===== src/hw/rtl/bpa_pkg.sv =====
// Shared types, codes and helpers of the buddy page allocator.
package bpa_pkg;

   localparam int CNT_W = 15;

   localparam logic [1:0] FN_ALLOC   = 2'd0;
   localparam logic [1:0] FN_FREE    = 2'd1;
   localparam logic [1:0] FN_REBUILD = 2'd2;

   localparam logic [1:0] CSR_REGION_START = 2'd0;
   localparam logic [1:0] CSR_REGION_PAGES = 2'd1;
   localparam logic [1:0] CSR_TOTAL_PAGES  = 2'd2;

   typedef enum logic [2:0] {
      ST_OK        = 3'd0,
      ST_ZERO      = 3'd1,
      ST_NPOW2     = 3'd2,
      ST_TOO_LARGE = 3'd3,
      ST_NO_MEM    = 3'd4,
      ST_MISMATCH  = 3'd5
   } status_type;

   typedef struct packed {
      logic [1:0]  func;
      logic [14:0] page_count;
      logic [13:0] block_index;
   } req_type;

   typedef struct packed {
      status_type  status;
      logic [13:0] alloc_index;
      logic [3:0]  block_order;
      logic [14:0] free_count;
   } rsp_type;

   typedef enum logic [4:0] {
      OP_NONE      = 5'd0,
      OP_LATCH     = 5'd1,
      OP_CLR_INIT  = 5'd2,
      OP_CLR_STEP  = 5'd3,
      OP_CV_DEC    = 5'd4,
      OP_CV_PUSH   = 5'd5,
      OP_PUSH_B    = 5'd6,
      OP_AL_START  = 5'd7,
      OP_AL_UNLINK = 5'd8,
      OP_SPLIT     = 5'd9,
      OP_AL_FIN    = 5'd10,
      OP_FR_START  = 5'd11,
      OP_BUD_RD    = 5'd12,
      OP_MERGE     = 5'd13,
      OP_FR_PUSH   = 5'd14,
      OP_SET_ST    = 5'd15,
      OP_RESULT    = 5'd16
   } op_type;

   typedef struct packed {
      op_type     op;
      status_type code;
   } cmd_type;

   typedef struct packed {
      status_type pre_status;
      logic [1:0] func;
      logic       clr_last;
      logic       carve_more;
      logic       carve_fit;
      logic       split_more;
      logic       order_bad;
      logic       bud_ok;
      logic       merge_ok;
      logic       out_free;
   } sts_type;

   // ceiling log2 of a page count
   function automatic logic [3:0] order_of(input logic [14:0] n);
      logic [3:0] o;
      o = 4'd0;
      for (int i = 0; i < 15; i++) begin
         if ({1'b0, n} > (16'd1 << i)) o = 4'(i + 1);
      end
      return o;
   endfunction

endpackage


===== src/hw/rtl/bpa_ctrl.sv =====
// Buddy allocator sequencer: one datapath command per cycle unless stalled.
module bpa_ctrl (
   input  logic             clock,
   input  logic             reset,
   input  logic             req_valid,
   output logic             req_ready,
   input  bpa_pkg::sts_type sts,
   output bpa_pkg::cmd_type cmd
);
   import bpa_pkg::*;

   typedef enum logic [16:0] {
      S_RST_CLR   = 17'h00001,
      S_IDLE      = 17'h00002,
      S_DECODE    = 17'h00004,
      S_RB_INIT   = 17'h00008,
      S_RB_CLR    = 17'h00010,
      S_RB_FIT    = 17'h00020,
      S_CV_PB     = 17'h00040,
      S_AL_START  = 17'h00080,
      S_AL_UNLINK = 17'h00100,
      S_AL_SPLIT  = 17'h00200,
      S_SP_PB     = 17'h00400,
      S_FR_START  = 17'h00800,
      S_FR_CHK    = 17'h01000,
      S_FR_BUD    = 17'h02000,
      S_FR_BCHK   = 17'h04000,
      S_FR_PB     = 17'h08000,
      S_DONE      = 17'h10000
   } state_type;

   state_type state_ff, state_in;

   always_comb begin
      state_in  = state_ff;
      cmd.op    = OP_NONE;
      cmd.code  = ST_OK;
      req_ready = 1'b0;
      case (state_ff)
         S_RST_CLR: begin
            cmd.op = OP_CLR_STEP;
            if (sts.clr_last) state_in = S_IDLE;
         end
         S_IDLE: begin
            req_ready = 1'b1;
            if (req_valid) begin
               cmd.op   = OP_LATCH;
               state_in = S_DECODE;
            end
         end
         S_DECODE: begin
            if (sts.pre_status != ST_OK) begin
               cmd.op   = OP_SET_ST;
               cmd.code = sts.pre_status;
               state_in = S_DONE;
            end else if (sts.func == FN_ALLOC) begin
               state_in = S_AL_START;
            end else if (sts.func == FN_FREE) begin
               state_in = S_FR_START;
            end else if (sts.func == FN_REBUILD) begin
               state_in = S_RB_INIT;
            end else begin
               state_in = S_DONE;
            end
         end
         S_RB_INIT: begin
            cmd.op   = OP_CLR_INIT;
            state_in = S_RB_CLR;
         end
         S_RB_CLR: begin
            cmd.op = OP_CLR_STEP;
            if (sts.clr_last) state_in = S_RB_FIT;
         end
         S_RB_FIT: begin
            if (!sts.carve_more) begin
               state_in = S_DONE;
            end else if (sts.carve_fit) begin
               cmd.op   = OP_CV_PUSH;
               state_in = S_CV_PB;
            end else begin
               cmd.op = OP_CV_DEC;
            end
         end
         S_CV_PB: begin
            cmd.op   = OP_PUSH_B;
            state_in = S_RB_FIT;
         end
         S_AL_START: begin
            cmd.op   = OP_AL_START;
            state_in = S_AL_UNLINK;
         end
         S_AL_UNLINK: begin
            cmd.op   = OP_AL_UNLINK;
            state_in = S_AL_SPLIT;
         end
         S_AL_SPLIT: begin
            if (sts.split_more) begin
               cmd.op   = OP_SPLIT;
               state_in = S_SP_PB;
            end else begin
               cmd.op   = OP_AL_FIN;
               state_in = S_DONE;
            end
         end
         S_SP_PB: begin
            cmd.op   = OP_PUSH_B;
            state_in = S_AL_SPLIT;
         end
         S_FR_START: begin
            cmd.op   = OP_FR_START;
            state_in = S_FR_CHK;
         end
         S_FR_CHK: begin
            if (sts.order_bad) begin
               cmd.op   = OP_SET_ST;
               cmd.code = ST_MISMATCH;
               state_in = S_DONE;
            end else begin
               state_in = S_FR_BUD;
            end
         end
         S_FR_BUD: begin
            if (sts.bud_ok) begin
               cmd.op   = OP_BUD_RD;
               state_in = S_FR_BCHK;
            end else begin
               cmd.op   = OP_FR_PUSH;
               state_in = S_FR_PB;
            end
         end
         S_FR_BCHK: begin
            if (sts.merge_ok) begin
               cmd.op   = OP_MERGE;
               state_in = S_FR_BUD;
            end else begin
               cmd.op   = OP_FR_PUSH;
               state_in = S_FR_PB;
            end
         end
         S_FR_PB: begin
            cmd.op   = OP_PUSH_B;
            state_in = S_DONE;
         end
         S_DONE: begin
            if (sts.out_free) begin
               cmd.op   = OP_RESULT;
               state_in = S_IDLE;
            end
         end
         default: state_in = S_IDLE;
      endcase
   end

   always_ff @(posedge clock) begin
      if (reset) state_ff <= S_RST_CLR;
      else       state_ff <= state_in;
   end
endmodule


===== config.mk =====
export PLATFORM = sky130hd
export DESIGN_NAME = bpa_ctrl
export DESIGN_NICKNAME = d
export VERILOG_FILES = /design/src/hw/rtl/bpa_pkg.sv /design/src/hw/rtl/bpa_ctrl.sv
export SDC_FILE = /design/constraint.sdc
export NUM_CORES = 1
export LEC_CHECK = 0
export ABC_CLOCK_PERIOD_IN_PS = 5300
export BUFFER_PORTS_ARGS = -buffer_cell sky130_fd_sc_hd__buf_4
export CORE_UTILIZATION = 60
export CTS_BUF_LIST = sky130_fd_sc_hd__clkbuf_4
export DETAILED_ROUTE_END_ITERATION = 16
export GPL_TIMING_DRIVEN = 0
export PLACE_DENSITY_LB_ADDON = 0.2
export SKIP_LAST_GASP = 1
export SLEW_MARGIN = 20
export SYNTH_ARGS = -nofsm -noshare
export SYNTH_HDL_FRONTEND = slang
export SYNTH_SLANG_ARGS = --single-unit

===== constraint.sdc =====
create_clock -name clock -period 5.3 [get_ports clock]
set_input_delay 1.06 -clock clock [delete_from_list [all_inputs] [get_ports clock]]
set_output_delay 1.06 -clock clock [all_outputs]
set_load 0.03 [all_outputs]

### Word level (Yosys, flattened, before mapping)

Index checks and enable logic that the tools add are counted.

* bits in registers: 17
* input port bits: 16
* logic and storage cells: 58

* equal/unequal tests: 24
* muxes and demuxes: 27
* reduce and logical (&&, ||, !) cells: 6

Operator list (number)
* $pmux W17 S16: 1
* $mux W17: 12
* $pmux W5 S14: 1
* $mux W16: 2
* $eq A17 B1 Y1 const B: 1
* $eq A17 B10 Y1 const B: 1
* $eq A17 B11 Y1 const B: 1
* $eq A17 B12 Y1 const B: 1
* $eq A17 B13 Y1 const B: 1
* $eq A17 B14 Y1 const B: 1
* $eq A17 B15 Y1 const B: 1
* $eq A17 B16 Y1 const B: 1
* $eq A17 B17 Y1 const B: 1
* $eq A17 B2 Y1 const B: 1
* $eq A17 B3 Y1 const B: 1
* $eq A17 B4 Y1 const B: 1
* $eq A17 B5 Y1 const B: 1
* $eq A17 B6 Y1 const B: 1
* $eq A17 B7 Y1 const B: 1
* $eq A17 B8 Y1 const B: 1
* $eq A17 B9 Y1 const B: 1
* $mux W7: 2
* $ne A2 B2 Y1 const B: 4
* $mux W2: 3
* other kinds (12): 15

### Logic depth before layout (Yosys ltp)

* word-level depth: 6
* depth in mapped cells: 8
* depth with buffers taken out: 7

### Least setup slack after synthesis

Ideal clock, no wire load.

* kind: input -> output
* from: in sts[12] (netlist name)
* to: out cmd[4] (netlist name)
* arrival time: 2429 ps
* setup slack: 1811 ps
* cell stages on the path: 4
* cell sequence: or3_1 a22oi_2 nand4_1 or4_1

RTL lines
* start: declaration: RTL line bpa_ctrl.sv:7 `input bpa_pkg::sts_type sts,`
* end: declaration: RTL line bpa_ctrl.sv:8 `output bpa_pkg::cmd_type cmd`

==> Implementation_results.wiki <==
{| class="wikitable"
! Metric !! Value
|-
| Crit path launch type || input pin
|-
| Combined area of all synthesized cells || 1190 um2
|-
| Final cycle utilization of the critical path || 0.706
|-
| P per Cell Area || 186 nW/um2
|-
| Data arrival time of the worst path || 2.68 ns
|-
| Maximum buffer depth of the clock tree || 2
|-
| #FFs+latches synth || 17
|-
| CTS tree || done
|-
| Latest clock arrival within the worst-skew pair || 0.30 ns
|-
| Maximum vdd drop || 0.164 mV
|-
| GRT Overall Usage || 0.309
|-
| Number of DRC violations after detailed-routing iteration 0 || 75
|-
| Count of flip-flops with a built-in enable after synthesis || 0
|-
| Mapped Cells || 141
|-
| Mean cell area of the mapped netlist || 8.47 um2
|-
| Die Outline Area || 2170 um2
|-
| Wire length of the first global-routing pass || 4.80 mm
|-
| Largest net degree at the start of global routing || 11
|-
| Gates resized, CTS repair || 0
|-
| Share of cells above drive strength 1 || 0.249
|-
| Detailed Routing Iterations Pass 1 || 5
|-
| Slew margin rel. || 0.557
|-
| Sum Neg Setup Slack || 0 ns
|-
| Most used DFF post-synth || sky130_fd_sc_hd__dfxtp_1
|-
| Setup CP Type || input pin to output port
|-
| Ant diodes || 0
|-
| Wire length after detailed routing || 3.09 mm
|-
| Most common library cell in the layout ignoring fill and taps || sky130_fd_sc_hd__buf_4
|-
| Routed wire per std cell || 15.9 um
|-
| Area taken by flip-flops and latches || 340 um2
|-
| Number of antenna violations at the first check in global routing || 0
|-
| Result of the run || completed
|-
| Master cell of the clock root buffer || sky130_fd_sc_hd__clkbuf_4
|-
| Endpoint class of the critical path || output port
|-
| Count of yosys warnings during synthesis || 0
|-
| Remaining design rule violation count || 0
|-
| Total of fill cells in the finished design || 137
|-
| Slew at the pin closest to its max-slew limit || 0.658 ns
|-
| Number of nets produced by synthesis || 157
|-
| Area of the multi-input gates || 773 um2
|-
| Number of hold buffers added after CTS || 0
|-
| Detailed-route vias per instance || 6.51
|-
| Number of placement rows || 15
|-
| Setup Fix Bufs, Post-CTS || 0
|-
| Final net count || 186
|-
| Die span in x || 46.6 um
|-
| Max H-tree Level || 1
|-
| Cts bufs inserted || 3
|-
| Maximum operating frequency || 267 MHz
|-
| Via count of the first global-routing pass || 1111
|-
| Initial Util || 0.663
|-
| Data required time at the worst endpoint || 4.24 ns
|-
| Commonest non-fill, non-tap cells in the layout || sky130_fd_sc_hd__buf_4 (24), sky130_fd_sc_hd__dfxtp_1 (17), sky130_fd_sc_hd__nor3_1 (13), sky130_fd_sc_hd__nand2_1 (13), sky130_fd_sc_hd__nor2_1 (10)
|-
| Portion of the post-synthesis area used by sequential elements || 0.285
|-
| Signed area change from the synthesized netlist to the final layout || 20.2%
|-
| HPWL Detailed || 2.34 mm
|-
| Number of buffers added on ports || 24
|-
| Final Hold Viols || 0
|-
| Final count of negative-setup-slack endpoints || 0
|-
| Worst setup timing slack at the placement stage || 1.60 ns
|-
| Tightest Hold Check Type || flop to flop
|-
| Fin worst setup slack || 1.56 ns
|-
| Leak Pwr || 0.585 nW
|-
| Residual overflow from global routing || 0
|-
| Register name with the most flops || state_ff
|-
| Largest fanout of any net on the critical path || 4
|-
| Max reg flops || 17
|-
| Setup Skew || 0.00296 ns
|-
| Setup repair after global routing missed its margin || no
|-
| Number of maximum-capacitance constraint violations || 0
|-
| CTS sink count || 17
|-
| Boundary Pins || 25
|-
| Max-slew violation total from the final report || 0
|-
| Min cycle time layout || 3.74 ns
|-
| Vias after detailed routing || 1263
|-
| Number of nets still failing antenna checks after routing || 0
|-
| Clock input transition at the sequential cells of the worst setup and hold paths || 0.10 ns
|-
| Std-Cell Core Area || 1800 um2
|-
| Last weighted congestion value of the routability-driven placer || 0.911
|-
| Die boundary height || 46.6 um
|-
| Share of async-settable or async-resettable flops after synthesis || 0
|-
| Largest registers in the final layout || state_ff (17)
|-
| Number of distinct library cells after synthesis || 44
|}
## worst max-delay path, cell delays in order
cell and delay (ns):
sky130_fd_sc_hd__buf_4 0.11, sky130_fd_sc_hd__or3_1 0.39, sky130_fd_sc_hd__a22oi_2 0.22, sky130_fd_sc_hd__nand4_1 0.14, sky130_fd_sc_hd__or4_1 0.56, sky130_fd_sc_hd__buf_4 0.19
## through the flow
stage          hold WS [ns]  std cells  power (mW)  instance area [um2]  utilization
5_1_grt               0.621        194       0.274                 1440        0.797
3_3_place_gp          0.554        190       0.190                 1410        0.781
6_report              0.575        194       0.267                 1440        0.797
2_1_floorplan         0.502        141       0.169                 1190            -
4_1_cts               0.576        194       0.264                 1440        0.797
3_5_place_dp          0.562        190       0.191                 1410        0.781
## final cells by class
type                       instances  area share
clock buffer                       4      0.0209
timing repair buffer              24       0.125
buffer                             7      0.0462
tap                               25      0.0218
inverter                           4      0.0105
sequential                        17       0.237
multi-input combinational        113       0.538
## logic make-up after synthesis
| family | Yosys count | share of synthesized area |
|---|---|---|
| AOI/OAI and AO/OA | 21 | 0.126 |
| xor gates and xnor gates | 5 | 0.0367 |
| buffers and inverters | 11 | 0.0681 |
| DFF | 17 | 0.285 |
| and+or+nand+nor | 87 | 0.485 |
## cells in the mapped netlist (all sizes together) (2+ instances only)
cell type / instances / area, um2
and4b: 4 / 40.0
o21ai: 2 / 10.0
inv: 4 / 15.0
nor3: 13 / 65.1
buf: 5 / 43.8
nand3b: 3 / 22.5
nor2b: 2 / 12.5
nand3: 5 / 25.0
nand2: 13 / 48.8
nand4b: 3 / 26.3
or3: 4 / 25.0
xnor2: 2 / 17.5
dfxtp: 17 / 340
xor2: 3 / 26.3
nor4b: 5 / 58.8
nor2: 10 / 37.5
nand2b: 6 / 37.5
a311oi: 2 / 17.5
nand4: 5 / 46.3
nor3b: 4 / 30.0
nor4: 4 / 55.1
a21oi: 7 / 35.0
or3b: 2 / 17.5
## worst paths after layout
| kind | cells after the start | end | slack (ns) | start |
|---|---|---|---|---|
| worst min register to register | 3 | state_ff[12] | 0.58 | state_ff[11] |
| worst max register to register | 6 | state_ff[11] | 2.99 | state_ff[8] |
| worst min-delay path | 3 | state_ff[12] | 0.58 | state_ff[11] |
| worst max-delay path | 6 | cmd[4] | 1.56 | sts[12] |
## layer usage
layer	up-vias	wire [um]	global-route usage	share of wire
li1	590	-	-	-
met1	570	1320	0.395	0.43
met2	86	1360	0.489	0.44
met3	17	312	0.0667	0.10
met4	0	95	0.143	0.031
met5	-	0	0	0
## power by group
part	leakage [nW]	switching [mW]	total, mW	internal, mW
Combinational	0.429	0.0305	0.0572	0.0266
Sequential	0.138	0.00202	0.132	0.130
Clock	0.0184	0.0439	0.0783	0.0345
Note: power is estimated with default switching activity, not from simulation.
